$ cat config.mk
export PLATFORM = sky130hd
export DESIGN_NAME = rational_arith_reduce_unit
export DESIGN_NICKNAME = d
export VERILOG_FILES = /design/src/sv/rar_pkg.sv /design/src/sv/rar_fifo.sv /design/src/sv/rar_front.sv /design/src/sv/rar_back.sv /design/src/sv/rational_arith_reduce_unit.sv
export SDC_FILE = /design/constraint.sdc
export NUM_CORES = 2
export LEC_CHECK = 0
export BUFFER_PORTS_ARGS = -buffer_cell sky130_fd_sc_hd__buf_4
export CAP_MARGIN = 20
export CORE_MARGIN = 3
export CORE_UTILIZATION = 66
export DETAILED_ROUTE_END_ITERATION = 8
export PLACE_DENSITY = 0.85
export SLEW_MARGIN = 20
export SYNTH_ARGS = -nofsm -noshare
export SYNTH_HDL_FRONTEND = slang
export SYNTH_SLANG_ARGS = --single-unit
export TNS_END_PERCENT = 50
$ cat constraint.sdc
create_clock -name clk -period 20.9 [get_ports clk]
set_input_delay 1.045 -clock clk [delete_from_list [all_inputs] [get_ports clk]]
set_output_delay 1.045 -clock clk [all_outputs]
set_load 0.01 [all_outputs]
$ cat src/sv/rar_pkg.sv
// Shared constants, action codes and the front-to-back item type for the rational unit.
`default_nettype none

package rar_pkg;

	// result word width and derived counter width
	localparam int RES_W = 32;
	localparam int CNT_W = $clog2(RES_W);

	// defaults for top-level parameters
	localparam int IN_WIDTH_DEF    = 16;
	localparam int QUEUE_DEPTH_DEF = 2;

	// action codes
	localparam int ACT_W = 2;
	localparam logic [ACT_W-1:0] ACT_ADD = 2'd0;
	localparam logic [ACT_W-1:0] ACT_SUB = 2'd1;
	localparam logic [ACT_W-1:0] ACT_MUL = 2'd2;
	localparam logic [ACT_W-1:0] ACT_DIV = 2'd3;

	// classified item handed from front to back
	typedef struct packed {
		logic [RES_W-1:0] raw_num;
		logic [RES_W-1:0] raw_den;
		logic [RES_W-1:0] mag_num;
		logic [RES_W-1:0] mag_den;
		logic             neg;
		logic             do_red;
	} rar_item_t;

endpackage

`default_nettype wire

$ cat src/sv/rar_fifo.sv
// Short queue of classified items between the front and the back.
`default_nettype none

module rar_fifo #(
	parameter int DEPTH = 2
) (
	input  wire               clk,
	input  wire               arst_n,
	input  wire               push,
	input  rar_pkg::rar_item_t din,
	output logic              full,
	input  wire               pop,
	output rar_pkg::rar_item_t dout,
	output logic              empty
);
	import rar_pkg::*;

	localparam int AW = (DEPTH > 1) ? $clog2(DEPTH) : 1;

	rar_item_t       mem_q [DEPTH];
	logic [AW-1:0]   wr_ptr_q;
	logic [AW-1:0]   rd_ptr_q;
	logic [AW:0]     cnt_q;
	logic            do_push;
	logic            do_pop;

	assign full    = (cnt_q == (AW+1)'(DEPTH));
	assign empty   = (cnt_q == '0);
	assign do_push = push && !full;
	assign do_pop  = pop && !empty;
	assign dout    = mem_q[rd_ptr_q];

	// storage
	always_ff @(posedge clk) begin
		if (do_push) begin
			mem_q[wr_ptr_q] <= din;
		end
	end

	// pointers and fill count
	always_ff @(posedge clk or negedge arst_n) begin
		if (!arst_n) begin
			wr_ptr_q <= '0;
			rd_ptr_q <= '0;
			cnt_q    <= '0;
		end else begin
			if (do_push) begin
				wr_ptr_q <= (wr_ptr_q == AW'(DEPTH-1)) ? '0 : wr_ptr_q + 1'b1;
			end
			if (do_pop) begin
				rd_ptr_q <= (rd_ptr_q == AW'(DEPTH-1)) ? '0 : rd_ptr_q + 1'b1;
			end
			if (do_push && !do_pop) begin
				cnt_q <= cnt_q + 1'b1;
			end else if (do_pop && !do_push) begin
				cnt_q <= cnt_q - 1'b1;
			end
		end
	end

endmodule

`default_nettype wire

$ cat src/sv/rar_front.sv
// Front end: takes a beat, forms the cross products on one multiplier and classifies the result.
`default_nettype none

module rar_front #(
	parameter int IN_WIDTH = rar_pkg::IN_WIDTH_DEF
) (
	input  wire                             clk,
	input  wire                             arst_n,
	input  wire                             push,
	output logic                            full,
	input  wire  [rar_pkg::ACT_W-1:0]       action,
	input  wire  signed [IN_WIDTH-1:0]      num_a,
	input  wire  signed [IN_WIDTH-1:0]      den_a,
	input  wire  signed [IN_WIDTH-1:0]      num_b,
	input  wire  signed [IN_WIDTH-1:0]      den_b,
	output logic                            q_push,
	output rar_pkg::rar_item_t              q_item,
	input  wire                             q_full
);
	import rar_pkg::*;

	localparam int PW = (2*IN_WIDTH > RES_W) ? 2*IN_WIDTH : RES_W;

	localparam logic [2:0] F_IDLE = 3'd0;
	localparam logic [2:0] F_MUL0 = 3'd1;
	localparam logic [2:0] F_MUL1 = 3'd2;
	localparam logic [2:0] F_MUL2 = 3'd3;
	localparam logic [2:0] F_COMB = 3'd4;
	localparam logic [2:0] F_PUSH = 3'd5;

	logic [2:0]                 state_q;
	logic [ACT_W-1:0]           act_q;
	logic signed [IN_WIDTH-1:0] na_q, da_q, nb_q, db_q;
	logic [RES_W-1:0]           p0_q, p1_q, p2_q;
	logic [RES_W-1:0]           rn_q, rd_q;

	logic signed [IN_WIDTH-1:0]   op_x, op_y;
	logic signed [2*IN_WIDTH-1:0] prod_full;
	logic signed [PW-1:0]         prod_ext;
	logic [RES_W-1:0]             prod32;
	logic [RES_W-1:0]             rn_nx, rd_nx;
	logic                         sn, sd;

	assign full = (state_q != F_IDLE);

	// shared multiplier operand select
	always_comb begin
		case (state_q)
			F_MUL0: begin
				op_x = na_q;
				op_y = (act_q == ACT_MUL) ? nb_q : db_q;
			end
			F_MUL1: begin
				op_x = nb_q;
				op_y = da_q;
			end
			default: begin
				op_x = da_q;
				op_y = db_q;
			end
		endcase
	end

	// product wrapped to the result width
	assign prod_full = (2*IN_WIDTH)'(op_x) * (2*IN_WIDTH)'(op_y);
	assign prod_ext  = PW'(prod_full);
	assign prod32    = prod_ext[RES_W-1:0];

	// combine products per action
	always_comb begin
		case (act_q)
			ACT_ADD: rn_nx = p0_q + p1_q;
			ACT_SUB: rn_nx = p0_q - p1_q;
			default: rn_nx = p0_q;
		endcase
		rd_nx = (act_q == ACT_DIV) ? p1_q : p2_q;
	end

	// classification into sign and magnitude
	assign sn = rn_q[RES_W-1];
	assign sd = rd_q[RES_W-1];
	always_comb begin
		q_item.raw_num = rn_q;
		q_item.raw_den = rd_q;
		q_item.mag_num = sn ? (RES_W'(0) - rn_q) : rn_q;
		q_item.mag_den = sd ? (RES_W'(0) - rd_q) : rd_q;
		q_item.neg     = sn ^ sd;
		q_item.do_red  = (rn_q != '0) && (rd_q != '0);
	end
	assign q_push = (state_q == F_PUSH);

	// operand and product registers
	always_ff @(posedge clk) begin
		if (push && !full) begin
			act_q <= action;
			na_q  <= num_a;
			da_q  <= den_a;
			nb_q  <= num_b;
			db_q  <= den_b;
		end
		if (state_q == F_MUL0) p0_q <= prod32;
		if (state_q == F_MUL1) p1_q <= prod32;
		if (state_q == F_MUL2) p2_q <= prod32;
		if (state_q == F_COMB) begin
			rn_q <= rn_nx;
			rd_q <= rd_nx;
		end
	end

	// sequencer
	always_ff @(posedge clk or negedge arst_n) begin
		if (!arst_n) begin
			state_q <= F_IDLE;
		end else begin
			case (state_q)
				F_IDLE: if (push) state_q <= F_MUL0;
				F_MUL0: state_q <= F_MUL1;
				F_MUL1: state_q <= F_MUL2;
				F_MUL2: state_q <= F_COMB;
				F_COMB: state_q <= F_PUSH;
				F_PUSH: if (!q_full) state_q <= F_IDLE;
				default: state_q <= F_IDLE;
			endcase
		end
	end

endmodule

`default_nettype wire

$ cat src/sv/rar_back.sv
// Back end: binary gcd, two restoring divisions, sign fix-up and the result register.
`default_nettype none

module rar_back (
	input  wire                             clk,
	input  wire                             arst_n,
	output logic                            q_pop,
	input  rar_pkg::rar_item_t              q_item,
	input  wire                             q_empty,
	output logic                            empty,
	input  wire                             pop,
	output logic [rar_pkg::RES_W-1:0]       raw_num,
	output logic [rar_pkg::RES_W-1:0]       raw_den,
	output logic [rar_pkg::RES_W-1:0]       red_num,
	output logic [rar_pkg::RES_W-1:0]       red_den
);
	import rar_pkg::*;

	localparam logic [2:0] B_IDLE = 3'd0;
	localparam logic [2:0] B_GCD  = 3'd1;
	localparam logic [2:0] B_DIVN = 3'd2;
	localparam logic [2:0] B_DIVD = 3'd3;
	localparam logic [2:0] B_DONE = 3'd4;

	logic [2:0]       state_q;
	rar_item_t        it_q;
	logic [RES_W-1:0] a_q, b_q, g_q;
	logic [CNT_W-1:0] k_q, cnt_q;
	logic [RES_W-1:0] rem_q, quo_q;
	logic [RES_W-1:0] qn_q, qd_q;
	logic             out_valid_q;

	logic [RES_W-1:0] a_sub_b, b_sub_a;
	logic             a_gt_b;
	logic [RES_W:0]   rem_sh, rem_diff;
	logic             rem_ge;
	logic [RES_W-1:0] rem_nx, quo_nx;
	logic             out_load;
	logic [RES_W-1:0] fin_num, fin_den;

	assign q_pop    = (state_q == B_IDLE) && !q_empty;
	assign empty    = !out_valid_q;
	assign out_load = (state_q == B_DONE) && (!out_valid_q || pop);

	// gcd step datapath
	assign a_sub_b = a_q - b_q;
	assign b_sub_a = b_q - a_q;
	assign a_gt_b  = (a_q > b_q);

	// restoring divider step
	assign rem_sh   = {rem_q, quo_q[RES_W-1]};
	assign rem_diff = rem_sh - {1'b0, g_q};
	assign rem_ge   = !rem_diff[RES_W];
	assign rem_nx   = rem_ge ? rem_diff[RES_W-1:0] : rem_sh[RES_W-1:0];
	assign quo_nx   = {quo_q[RES_W-2:0], rem_ge};

	// final sign placement; zero denominator passes the numerator through
	always_comb begin
		if (qd_q == '0) begin
			fin_num = it_q.raw_num;
			fin_den = '0;
		end else begin
			fin_num = it_q.neg ? (RES_W'(0) - qn_q) : qn_q;
			fin_den = qd_q;
		end
	end

	// datapath registers
	always_ff @(posedge clk) begin
		case (state_q)
			B_IDLE: begin
				if (!q_empty) begin
					it_q <= q_item;
					a_q  <= q_item.mag_num;
					b_q  <= q_item.mag_den;
					k_q  <= '0;
					qn_q <= q_item.mag_num;
					qd_q <= q_item.mag_den;
				end
			end
			B_GCD: begin
				if (a_q == b_q) begin
					g_q   <= a_q << k_q;
					quo_q <= it_q.mag_num;
					rem_q <= '0;
					cnt_q <= CNT_W'(RES_W-1);
				end else if (!a_q[0] && !b_q[0]) begin
					a_q <= a_q >> 1;
					b_q <= b_q >> 1;
					k_q <= k_q + 1'b1;
				end else if (!a_q[0]) begin
					a_q <= a_q >> 1;
				end else if (!b_q[0]) begin
					b_q <= b_q >> 1;
				end else if (a_gt_b) begin
					a_q <= a_sub_b;
				end else begin
					b_q <= b_sub_a;
				end
			end
			B_DIVN: begin
				if (cnt_q == '0) begin
					qn_q  <= quo_nx;
					quo_q <= it_q.mag_den;
					rem_q <= '0;
					cnt_q <= CNT_W'(RES_W-1);
				end else begin
					quo_q <= quo_nx;
					rem_q <= rem_nx;
					cnt_q <= cnt_q - 1'b1;
				end
			end
			B_DIVD: begin
				if (cnt_q == '0) begin
					qd_q <= quo_nx;
				end else begin
					quo_q <= quo_nx;
					rem_q <= rem_nx;
					cnt_q <= cnt_q - 1'b1;
				end
			end
			default: begin
			end
		endcase
	end

	// result register
	always_ff @(posedge clk) begin
		if (out_load) begin
			raw_num <= it_q.raw_num;
			raw_den <= it_q.raw_den;
			red_num <= fin_num;
			red_den <= fin_den;
		end
	end

	// sequencer and result valid
	always_ff @(posedge clk or negedge arst_n) begin
		if (!arst_n) begin
			state_q     <= B_IDLE;
			out_valid_q <= 1'b0;
		end else begin
			if (out_load) begin
				out_valid_q <= 1'b1;
			end else if (pop) begin
				out_valid_q <= 1'b0;
			end
			case (state_q)
				B_IDLE: begin
					if (!q_empty) begin
						state_q <= q_item.do_red ? B_GCD : B_DONE;
					end
				end
				B_GCD:  if (a_q == b_q) state_q <= B_DIVN;
				B_DIVN: if (cnt_q == '0) state_q <= B_DIVD;
				B_DIVD: if (cnt_q == '0) state_q <= B_DONE;
				B_DONE: if (out_load) state_q <= B_IDLE;
				default: state_q <= B_IDLE;
			endcase
		end
	end

endmodule

`default_nettype wire

$ cat src/sv/rational_arith_reduce_unit.sv
// Top level of the rational add/sub/mul/div unit with gcd reduction.
//
//  channel   direction  handshake          beat contents
//  input     in         push / full        action, num_a, den_a, num_b, den_b
//  result    out        empty / pop        raw_num, raw_den, red_num, red_den
//
// Front: three products on one shared multiplier, then combine and classify; it takes no new
// beat until the current one is in the queue. Back, when reducing: a binary gcd loop of one
// shift or subtract per cycle, then two restoring divisions on one divider; if not, straight to the result.
// The queue lets the front take new beats while the back works; a waiting result holds
// the back in its last state until popped. Reset clears all control, no clearing pass.
`default_nettype none

module rational_arith_reduce_unit #(
	parameter int IN_WIDTH    = rar_pkg::IN_WIDTH_DEF,
	parameter int QUEUE_DEPTH = rar_pkg::QUEUE_DEPTH_DEF
) (
	input  wire                             clk,
	input  wire                             arst_n,
	input  wire                             push,
	output logic                            full,
	input  wire  [rar_pkg::ACT_W-1:0]       action,
	input  wire  signed [IN_WIDTH-1:0]      num_a,
	input  wire  signed [IN_WIDTH-1:0]      den_a,
	input  wire  signed [IN_WIDTH-1:0]      num_b,
	input  wire  signed [IN_WIDTH-1:0]      den_b,
	output logic                            empty,
	input  wire                             pop,
	output logic signed [rar_pkg::RES_W-1:0] raw_num,
	output logic signed [rar_pkg::RES_W-1:0] raw_den,
	output logic signed [rar_pkg::RES_W-1:0] red_num,
	output logic signed [rar_pkg::RES_W-1:0] red_den
);
	import rar_pkg::*;

	logic      q_push, q_full, q_pop, q_empty;
	rar_item_t q_din, q_dout;

	// classify
	rar_front #(
		.IN_WIDTH(IN_WIDTH)
	) u_front (
		.clk    (clk),
		.arst_n (arst_n),
		.push   (push),
		.full   (full),
		.action (action),
		.num_a  (num_a),
		.den_a  (den_a),
		.num_b  (num_b),
		.den_b  (den_b),
		.q_push (q_push),
		.q_item (q_din),
		.q_full (q_full)
	);

	// decoupling queue
	rar_fifo #(
		.DEPTH(QUEUE_DEPTH)
	) u_fifo (
		.clk    (clk),
		.arst_n (arst_n),
		.push   (q_push),
		.din    (q_din),
		.full   (q_full),
		.pop    (q_pop),
		.dout   (q_dout),
		.empty  (q_empty)
	);

	// reduce
	rar_back u_back (
		.clk     (clk),
		.arst_n  (arst_n),
		.q_pop   (q_pop),
		.q_item  (q_dout),
		.q_empty (q_empty),
		.empty   (empty),
		.pop     (pop),
		.raw_num (raw_num),
		.raw_den (raw_den),
		.red_num (red_num),
		.red_den (red_den)
	);

`ifndef SYNTH
	// front holds its beat steady while the queue is full
	a_no_overflow: assert property (@(posedge clk) disable iff (!arst_n)
		q_push && q_full |=> q_push && $stable(q_din))
		else $error("queue beat dropped or changed while full");

	// back never reads an empty queue
	a_no_underflow: assert property (@(posedge clk) disable iff (!arst_n)
		q_pop |-> !q_empty)
		else $error("queue read while empty");

	// zero denominator passes the numerator through
	a_zero_den: assert property (@(posedge clk) disable iff (!arst_n)
		!empty && (red_den == '0) |-> (red_num == raw_num))
		else $error("zero denominator altered numerator");

	// zero numerator over nonzero denominator stays zero
	a_zero_num: assert property (@(posedge clk) disable iff (!arst_n)
		!empty && (raw_num == '0) && (raw_den != '0) |-> (red_num == '0))
		else $error("zero numerator not kept");
`endif

endmodule

`default_nettype wire

==> metrics.txt <==
number of flip-flops in the largest register=256; Top FF cell, synth=edfxtp_1; Slowest Stage Delay on Critical Path=between 800 and 900 ps; f_max=around 0.11 GHz; I/O pins=200; Clock transition at path regs=70 ps; Fin. Hold Viols=0; most frequent CP cell=fa_1; skew final=~34 ps; die height=approximately 300 um; largest net degree at the start of global routing=80; Die W=approximately 300 um; reg2reg start=u_front.act_q[1]; unique cell type count in the Yosys netlist=85; RSZ-0062 raised after global routing=false; commonest non-fill, non-tap cell in the layout=edfxtp_1; Critical Path Slowest Stage Cell=a221oi_1; Routed WL=~150000 um; H-tree Lvls=3; TritonRoute pass-1 iters=6; wire per inst=24.3 um; # DRC=0; Worst slew margin=0.185; CP arrival=9740 ps; synthesized area=roughly 0.057 mm2; Die ar.=approximately 0.09 mm2; Tcrit/Tclk final=0.446; CP Class=reg -> reg; CTS Buf Count=96; GR Overflow Total=0; placed cells=between 5000 and 6000; TNS Setup=0 ps; Routed Antenna Nets=0; MaxCap Viol Count=0; Worst-Margin Slew=1220 ps; Biggest register=u_fifo.mem_q; global-route wire length before repair=about 230000 um; critical path launch point type=flop; Area after DPL=between 0.05 and 0.06 mm2; CTS Sinks=a little under 1000; Layout area overhead=10.4%; # Post-CTS Setup Buffers=0; clock latency on the worst-skew pair=690 ps; # nets final=5462; fraction of layout cells with a size suffix above 1=0.123; CTS tree=yes; routed via count=a little under 40000; Setup-failing EPs final=0; status=complete, no violations; CP required=around 21000 ps; syn avg cell area=roughly 12 um2; via/cell ratio=6.39; number of synthesized flops with an enable pin=approximately 970; register area share after synthesis=0.520; Worst Path Max Fanout=around 70; largest registers=u_fifo.mem_q: 256 flops, u_back.it_q: 127 flops; HPWL after detailed placement=about 110000 um; Synth Net Count=approximately 5300; Synth Register Bits=just under 1000; overall routing resource usage=0.333; core area=0.0844 mm2; Hold WC Path Type=in -> async; type of destination of the critical path=flop; initial antenna violation count=3; Clock Path Buffers=3; vias in the first global route=approximately 40000; CTS Hold Bufs=0; Initial Util=0.672; post-CTS resize count=0; post-synthesis async set-or-reset flop share=0.0112; GPL Wtd Cong=0.973; most frequent cells in the layout=971 x edfxtp_1, 485 x inv_1, 384 x nor2_1; drt first-iter violations=4344; cell count after synthesis=roughly 4800; Critical path origin=u_front.act_q[1]; Slew Limit Fails=0; YS warnings=0; Rows=106; IO Port Bufs=roughly 200; minimum clock period=roughly 9300 ps; fin cells=around 6100; CTS Root Cell=clkbuf_16; final instance area=0.0625 mm2
==> worst paths after layout <==
check,to,slack (ps),cells after the start
max,u_front.p0_q[30],11570,29
min,u_back.state_q[0],190,1
max reg2reg,u_front.p0_q[30],11570,29
min reg2reg,u_back.raw_den[18],410,0
max in group asynchronous,u_fifo.rd_ptr_q,20510,1
min in group clk,u_back.raw_den[18],410,0
==> per-stage QoR <==
step           utilization  hold slack (ps)  worst slack [ps]
3_5_place_dp         0.704              405             11720
4_1_cts              0.741              173             11650
2_1_floorplan            -              400             12400
5_1_grt              0.741              179             10870
3_3_place_gp         0.704              402             11700
6_report             0.741              186             11570
==> metal layers <==
layer,track usage,up-vias,part of all wire
met5,0,-,0
met4,0.184,0,0.066
met3,0.0606,538,0.092
met2,0.555,2171,0.49
met1,0.414,19200,0.35
li1,-,17200,-
==> area by class of cell <==
type | instances | area (um2)
Antenna cell | 1 | 2.50
Clock buffer | 114 | 2490
Clock inverter | 63 | 676
Fill cell | 5330 | 21800
Inverter | 488 | 1830
Multi-Input combinational cell | 3073 | 24700
Sequential cell | 982 | 29400
Tap cell | 1134 | 1420
Timing Repair Buffer | 268 | 2010
==> critical path, delay by kind of cell (launching register included) <==
family                     cells  cell delay [ps]
adders and majority gates      7             3090
and+or+nand+nor                5             1230
xor gates and xnor gates       1              160
AOI/OAI and AO/OA              9             2870
DFF                            1              340
buffers and inverters          7             1310
==> Yosys cell counts (8+ instances only) <==
cell      number  area (um2)
o211ai_1      13        97.6
inv_1        486        1820
nand2_1      376        1410
o221ai_1       9        78.8
buf_1         23        86.3
o21bai_1      31         233
dfrtp_1       11         275
xnor2_1      184        1610
a21oi_1      276        1380
a21o_1        93         698
nand2b_1      42         263
edfxtp_1     971       29200
mux4_2        11         248
nand3b_1       8        60.1
and2_1        33         206
clkbuf_1     199         747
o41ai_1       20         175
fa_1         266        5330
o21ai_0      233        1170
or2_2         20         125
or4_1         13        97.6
o31ai_1       38         285
ha_1         217        2720
o22ai_1       15        93.8
mux2_2       130        1460
a211oi_1      21         158
nand4_1       23         144
a221o_1       24         240
nor4_1        20         125
xor2_1        84         736
a31oi_1       20         125
nor3_1        26         130
and3_1        18         113
nor2b_1       30         188
or3_1         18         113
nor2_1       392        1470
a221oi_1      65         569
o21a_1        20         150
a22o_1         9        78.8
nand3_1       42         210
mux2i_1      145        1450
==> cell families after synthesis <==
family	after synthesis	synth area share
compound gates	948	0.107
xor+xnor	268	0.0414
simple gates	1088	0.0867
fa+ha+maj	483	0.142
mux	286	0.0558
buf+inv	715	0.0475
flops	982	0.520
Power is left out: the tool's default activity adds up to more than one toggle a clock period on the data nets, which glitch-free logic cannot reach.
